File: src/hw/rtl/gts_pkg.sv
// Package: types, constants and codes of the grid trilinear sampler.
package gts_pkg;

	localparam int GRID_SIDE_DEF = 32;
	localparam int COORD_W       = 24;
	localparam int SAMPLE_W      = 20;
	localparam int FRAC_W        = 10;
	localparam int DIV_W         = 20;
	localparam int IDX_W         = 10;
	localparam int WGT_W         = 11;
	localparam int ACC_W         = 56;

	localparam logic [1:0] REG_SPACING     = 2'd0;
	localparam logic [1:0] REG_GRID_WIDTH  = 2'd1;
	localparam logic [1:0] REG_GRID_HEIGHT = 2'd2;
	localparam logic [1:0] REG_GRID_DEPTH  = 2'd3;

	localparam logic       CMD_LOAD   = 1'b0;
	localparam logic       CMD_SAMPLE = 1'b1;

	localparam logic [1:0] STATUS_OK      = 2'd0;
	localparam logic [1:0] STATUS_BOUNDS  = 2'd1;
	localparam logic [1:0] STATUS_INVALID = 2'd2;

	typedef enum logic [2:0] {
		ST_IDLE,
		ST_DIV,
		ST_CHECK,
		ST_READ,
		ST_DRAIN,
		ST_DONE
	} state_t;

	typedef struct packed {
		logic                       command;
		logic [4:0]                 node_x;
		logic [4:0]                 node_y;
		logic [4:0]                 node_z;
		logic signed [COORD_W-1:0]  load_coord_x;
		logic signed [COORD_W-1:0]  load_coord_y;
		logic signed [COORD_W-1:0]  load_coord_z;
		logic                       load_invalid;
		logic signed [SAMPLE_W-1:0] sample_x;
		logic signed [SAMPLE_W-1:0] sample_y;
		logic signed [SAMPLE_W-1:0] sample_z;
	} in_t;

	typedef struct packed {
		logic [1:0]                status;
		logic signed [COORD_W-1:0] interp_x;
		logic signed [COORD_W-1:0] interp_y;
		logic signed [COORD_W-1:0] interp_z;
	} out_t;

	typedef struct packed {
		logic                      invalid;
		logic signed [COORD_W-1:0] cx;
		logic signed [COORD_W-1:0] cy;
		logic signed [COORD_W-1:0] cz;
	} node_t;

	typedef struct packed {
		logic clear;
		logic issue;
	} mac_ctrl_t;

endpackage

File: src/hw/rtl/gts_div.sv
// Three-lane restoring divider by the node spacing, two quotient bits per cycle.
module gts_div (
	input  logic                                  clk,
	input  logic                                  arst_n,
	input  logic                                  start,
	input  logic [2:0][gts_pkg::DIV_W-1:0]        dividend,
	input  logic [4:0]                            divisor,
	output logic                                  done,
	output logic [2:0][gts_pkg::DIV_W-1:0]        quotient
);

	localparam int STEPS = gts_pkg::DIV_W / 2;

	logic [2:0][gts_pkg::DIV_W-1:0] dvd_q;
	logic [2:0][4:0]                rem_q;
	logic [4:0]                     div_q;
	logic [3:0]                     cnt_q;
	logic                           busy_q;
	logic [2:0][gts_pkg::DIV_W-1:0] dvd_n;
	logic [2:0][4:0]                rem_n;

	always_comb begin
		logic [5:0] r;
		for (int l = 0; l < 3; l++) begin
			dvd_n[l] = dvd_q[l];
			rem_n[l] = rem_q[l];
			for (int s = 0; s < 2; s++) begin
				r = {rem_n[l], dvd_n[l][gts_pkg::DIV_W-1]};
				dvd_n[l] = {dvd_n[l][gts_pkg::DIV_W-2:0], 1'b0};
				if (r >= {1'b0, div_q}) begin
					rem_n[l] = 5'(r - {1'b0, div_q});
					dvd_n[l][0] = 1'b1;
				end else begin
					rem_n[l] = r[4:0];
				end
			end
		end
	end

	always_ff @(posedge clk or negedge arst_n) begin
		if (!arst_n) begin
			busy_q <= 1'b0;
			cnt_q  <= '0;
			done   <= 1'b0;
		end else begin
			done <= 1'b0;
			if (start) begin
				busy_q <= 1'b1;
				cnt_q  <= '0;
			end else if (busy_q) begin
				cnt_q <= cnt_q + 4'd1;
				if (cnt_q == 4'(STEPS - 1)) begin
					busy_q <= 1'b0;
					done   <= 1'b1;
				end
			end
		end
	end

	always_ff @(posedge clk) begin
		if (start) begin
			dvd_q <= dividend;
			rem_q <= '0;
			div_q <= divisor;
		end else if (busy_q) begin
			dvd_q <= dvd_n;
			rem_q <= rem_n;
		end
	end

	assign quotient = dvd_q;

endmodule

File: config.mk
export PLATFORM = sky130hd
export DESIGN_NAME = gts_div
export DESIGN_NICKNAME = d
export VERILOG_FILES = /design/src/hw/rtl/gts_pkg.sv /design/src/hw/rtl/gts_div.sv
export SDC_FILE = /design/constraint.sdc
export NUM_CORES = 1
export LEC_CHECK = 0
export BUFFER_PORTS_ARGS = -buffer_cell sky130_fd_sc_hd__clkbuf_2
export CORE_MARGIN = 5
export CORE_UTILIZATION = 58
export DETAILED_ROUTE_END_ITERATION = 10
export PLACE_DENSITY = 0.83
export REMOVE_ABC_BUFFERS = 1
export SYNTH_ARGS = -nofsm -noshare
export SYNTH_HDL_FRONTEND = slang
export SYNTH_SLANG_ARGS = --single-unit
File: constraint.sdc
create_clock -name clk -period 5.3 [get_ports clk]
set_input_delay 0.265 -clock clk [delete_from_list [all_inputs] [get_ports clk]]
set_output_delay 0.265 -clock clk [all_outputs]
set_load 0.02 [all_outputs]
======== Word level (Yosys, flattened, before mapping) ========
Cells that the tools add are included.
word-level totals
  register bits ........................... 86
  input port bits ......................... 68
cells by class
  add/sub/neg operators ................... 7
  $lt $le $gt $ge ......................... 6
  equal/unequal tests ..................... 1
  muxes and demuxes ....................... 22
  reductions and logical operators ........ 1
operators by type and width
  operator                                      number
  two-way mux 60 bit                            2
  >= comparator 6 x 5 -> 1 bit                  6
  two-way mux 5 bit                             6
  subtractor 5 bit                              6
  two-way mux 1 bit                             12
  two-way mux 4 bit                             2
  adder 4 x 1 -> 4 bit (second input constant)  1
  equality test 4 bit (second input constant)   1
  nonzero test 2 bit                            1

======== Logic depth before layout (Yosys ltp) ========
  depth after elaboration ................. 6
  gate-level depth with buffers ........... 16
  gate-level depth less buffers ........... 15

======== Least setup slack after synthesis ========
Ideal clock, no wire load.
  path kind ............................... register -> register
  start point ............................. register dvd_q, in the netlist quotient[39]
  end point ............................... register dvd_q, in the netlist quotient[20] (data pin)
  arrival ................................. 3385 ps
  required time ........................... 5040 ps
  setup slack ............................. 1655 ps
  cell stages (with the launch flop) ...... 15
  cell sequence ........................... edfxtp_1 > inv_1 > ha_1 > inv_1 > fa_1 > a211oi_1 > o21ai_0 > o21ba_2 > mux2i_1 > inv_1 > ha_1 > or3_1 > a32o_1 > buf_2 > mux2_2
on the way
  word-level cells in the longest chain between the ends .. 6
  elaborated cells between the ends (all ways) .. 7
RTL lines
  element                                                           RTL line                      source
  start, declared                                                   gts_div.sv:14                 logic [2:0][gts_pkg::DIV_W-1:0] dvd_q;
  start signal, assigned                                            gts_div.sv:62                 dvd_q <= dividend;
  start signal, assigned                                            gts_div.sv:66                 dvd_q <= dvd_n;
  subtractor 5 bit or >= comparator 6 x 5 -> 1 bit (tied branches)  gts_div.sv:31, gts_div.sv:30
  two-way mux 5 bit (*)                                             gts_div.sv:30                 if (r >= {1'b0, div_q}) begin
  >= comparator 6 x 5 -> 1 bit (*)                                  gts_div.sv:30
  two-way mux 1 bit (*)                                             gts_div.sv:30
  two-way mux 60 bit (*)                                            gts_div.sv:65                 end else if (busy_q) begin
  two-way mux 60 bit (*)                                            gts_div.sv:61                 if (start) begin
Every way passes the cells marked *; elsewhere a longest branch is shown, timed or not. The select of a mux whose other input is x is not followed.
A chain may end at the register's enable or synchronous reset.

======== Worst setup path in the final report ========
  start point ............................. register div_q[0]
  end point ............................... register rem_q[6] in the netlist's numbering
on the way
  word-level cells in the longest chain between the ends .. 4
  elaborated cells between the ends (all ways) .. 6
RTL lines
  element                                                           RTL line                      source
  start, declared                                                   gts_div.sv:16                 logic [4:0] div_q;
  start signal, assigned                                            gts_div.sv:64                 div_q <= divisor;
  subtractor 5 bit or >= comparator 6 x 5 -> 1 bit (tied branches)  gts_div.sv:31, gts_div.sv:30
  two-way mux 5 bit                                                 gts_div.sv:30
  subtractor 5 bit or >= comparator 6 x 5 -> 1 bit (tied branches)  gts_div.sv:31, gts_div.sv:30
  two-way mux 5 bit (*)                                             gts_div.sv:30
  end signal, assigned                                              gts_div.sv:67                 rem_q <= rem_n;
  end, declared                                                     gts_div.sv:15                 logic [2:0][4:0] rem_q;
Every way passes the cells marked *; elsewhere a longest branch is shown, timed or not.

==> flow_metrics.py <==
metrics = {
    "run_status": {
        "status": "completed",
    },
    "min_path": {
        "min_to": "div_q[3]",
        "hold_path_startpoint": "divisor[3]",
        "hold_class": "in -> reg",
        "hold_path_depth": 1,
    },
    "grt": {
        "grt_pass1_vias": 3792,
        "grt_pass1_wl_mm": 17.4,
        "gr-usage-met1": 0.256,
        "global_route.usage.met3": 0.0392,
        "antenna_found_initial": 0,
        "overflow": 0,
        "grt.busiest_layer": "met2",
        "grt_max_degree": 79,
        "grt_use_met2": 0.372,
        "grt_usage": 0.212,
    },
    "power": {
        "power_frac_comb": 0.499,
        "switchingPower_mw": 1.15,
        "p_per_area_mw_per_mm2": 492,
        "pwr-share-seq": 0.338,
        "p_int_mw": 1.75,
        "p_leak_nw": 2.65,
        "switching_share": 0.395,
        "vdd_drop_max_v": 0.000227,
        "clock_power_share": 0.164,
    },
    "critical_path": {
        "crit_path_cell_trace": "ha_1, inv_1, fa_1, a211oi_1, o21ai_0, o21ba_2, mux2i_1, inv_1, ha_1, nand2_1, o21ai_0, a32o_1, mux2i_1, o21ai_0",
        "arrival_ps": 4210,
        "path_class": "reg -> reg",
        "reg2reg_slack_ps": 1320,
        "r2r-start": "div_q[0]",
        "cp_common_cell": "o21ai_0",
        "critPathLaunchType": "register",
        "cp-end-kind": "register",
        "cpMaxStageDelayCell": "edfxtp_1",
        "critPathMaxStageDelay_ps": 520,
        "path_max_fanout": 10,
        "reg2regPathDepth": 14,
        "worstPathRequired_ps": 5530,
        "reg2reg_to": "rem_q[6]",
    },
    "detailed_routing": {
        "dr.pass1.iters": 5,
        "vias": 3739,
        "drc": 0,
        "drt-initial-drc-count": 112,
        "ant_nets": 0,
        "wl_per_cell_um": 16.6,
        "viasPerCell": 5.75,
        "wl_mm": 10.8,
    },
    "die": {
        "fp-row-count": 33,
        "initial_core_util": 0.599,
        "dieArea_mm2": 0.0105,
        "die_y_um": 103,
        "ios": 129,
        "die-width_um": 103,
        "core_region_area_mm2": 0.00830,
    },
    "cells_and_area": {
        "drive_above_1_share": 0.380,
        "diodes": 0,
        "fin_area_mm2": 0.00589,
        "fillers": 614,
        "final_cells": 650,
        "nNetsFinal": 646,
        "areaGrowthSynthToFinish_pct": 18.5,
    },
    "placed_design": {
        "hpwl_mm": 7.95,
        "postPlaceCellArea_mm2": 0.00568,
        "port_buffers": 128,
        "placed_cells": 633,
        "gp_congestion": 0.881,
    },
    "clock_tree": {
        "numCtsBuffers": 9,
        "path_clk_slew_ps": 90,
        "cts_tree": "built",
        "clock_latency_ps": 360,
        "post_cts_resized": 0,
        "cts.sinks": 86,
        "cts_root_buffer": "clkbuf_8",
        "cts_max_level": 3,
        "cts_setup_buffers": 0,
        "clk_path_buf_depth": 2,
    },
    "timing": {
        "finalSetupViolations": 0,
        "fin_tns_setup_ps": 0,
        "slew_headroom": 0.376,
        "max_freq_mhz": 251,
        "fin_crit_sh": 0.752,
        "worst_pin_slew_ps": 932,
        "period_needed_ps": 3980,
        "drv_slew": 0,
        "skew_ps": 11.7,
        "hold_viol_final": 0,
        "rsz0062_at_grt": "false",
    },
    "logic_synthesis": {
        "synth_area_mm2": 0.00497,
        "synth_seq_area_share": 0.484,
        "synth_ff_type": "edfxtp_1",
        "synth_top_area_cell": "edfxtp_1",
        "synth_edf_count": 65,
        "synth_warnings": 0,
        "ys_ff_latch": 86,
        "synthArstFlopShare": 0.0698,
        "synth_area_per_cell_um2": 12.0,
        "synth_area_leaders": "edfxtp_1, mux2_2, ha_1, dfxtp_1, dfrtp_1",
        "synthCells": 414,
        "netlist.area_leader.share": 0.393,
        "synth_cell_type_count": 50,
    },
    "run": {
        "maxCapViolations": 0,
    },
}
-- power by group through the flow --
stage	combinational, mW	sequential [mW]	clock (mW)
after detailed placement	1.43	0.991	0
after CTS	1.44	0.979	0.483
after floorplan	0.993	1.07	0
after global routing	1.60	0.996	0.508
after global placement	1.39	0.986	0
final	1.45	0.978	0.474
-- what timing repair did --
action                     in CTS  in global routing
hold buffers                    1                  0
hold endpoints to repair        6                  0
setup endpoints to repair       0                  0
-- metal layers --
layer	wire, µm	part of all wire
met1	4300	0.40
met2	5700	0.53
met3	591	0.055
met4	210	0.019
met5	0	0
-- state kept, by name, indices dropped and copies added, names as in the netlist --
signal	count
busy_q	1
done	1
div_q	5
quotient	60
rem_q	15
cnt_q	4
-- synthesized netlist by cell type (2+ instances only) --
cell type / instances
or3_1: 5
mux2_2: 56
edfxtp_1: 65
dfrtp_1: 6
mux2i_1: 12
fa_1: 6
nor3_1: 4
nand3b_1: 3
ha_1: 32
clkbuf_1: 12
nor2_1: 24
and2_1: 3
nand3_1: 5
nor3b_1: 2
dfxtp_1: 15
a41oi_1: 2
nand2_1: 16
xor2_1: 8
inv_1: 32
a21oi_1: 12
a21o_1: 7
a211oi_1: 4
o21a_1: 6
o2111ai_1: 2
nand4_1: 6
o31a_1: 2
o311a_1: 3
a32o_1: 2
o211ai_1: 6
xnor2_1: 6
or2_2: 3
buf_6: 2
o31ai_1: 5
o21ai_0: 19
nor2b_1: 3
o221ai_1: 2
a32oi_1: 3
-- logic make-up (layout without fill, tap and decap cells) --
group,after synthesis,after routing,synth area share
compound gates,84,84,0.121
fa+ha+maj,38,38,0.105
buf+inv,47,178,0.0388
xor+xnor,14,14,0.0247
flops,86,86,0.484
mux,68,68,0.151
simple gates,77,77,0.0763
-- metrics by stage --
step / utilization / hold slack (ps) / worst slack, ps / total power, mW
final: 0.710 / 77.5 / 1320 / 2.90
after global routing: 0.710 / 64.9 / 1050 / 3.10
after CTS: 0.710 / 61.1 / 1340 / 2.90
after floorplan: - / -30.6 / 1690 / 2.06
after detailed placement: 0.684 / 104 / 1350 / 2.42
after global placement: 0.684 / 97.1 / 1440 / 2.38
-- placed cells by master, fill, tap and decap left out, types with 5 or more instances in the layout --
cell	instances
clkbuf_2	127
mux2_2	56
o211ai_1	6
dfrtp_1	6
or3_1	5
a21o_1	7
nor2_1	24
o21ai_0	19
nand4_1	6
ha_1	32
xnor2_1	6
edfxtp_1	65
clkbuf_8	10
nand2_1	16
dfxtp_1	15
a21oi_1	12
o21a_1	6
fa_1	6
mux2i_1	12
inv_1	31
nand3_1	5
xor2_1	8
o31ai_1	5
-- how the worst max path moves through the flow --
stage	slack, ps	cells after the start	endpoint	from
3_5_place_dp	1350	14	rem_q[6]	div_q[0]
4_1_cts	1340	12	quotient[40]	div_q[0]
2_1_floorplan	1690	13	quotient[20]	quotient[39]
5_1_grt	1050	12	quotient[40]	div_q[0]
6_report	1320	14	rem_q[6]	div_q[0]
3_3_place_gp	1440	12	quotient[20]	div_q[0]
-- area by class of cell --
cell class / count / area (µm²) / area share
Clock inverter: 5 / 60.1 / 0.0102
Clock buffer: 11 / 141 / 0.0240
Sequential cell: 86 / 2400 / 0.408
Multi-Input combinational cell: 281 / 2370 / 0.403
Tap cell: 105 / 131 / 0.0223
Timing Repair Buffer: 130 / 661 / 0.112
Inverter: 32 / 120 / 0.0204
-- critical path, delay by kind of cell, from the launching register on --
kind                     cells  cell delay [ps]
AO/OA/AOI/OAI                6             1660
AND/OR/NAND/NOR              1               60
buffers and inverters        2              120
flip-flops                   1              520
multiplexers                 2              510
adder cells (fa/ha/maj)      3              970
Note: power is estimated with default switching activity, not from simulation.
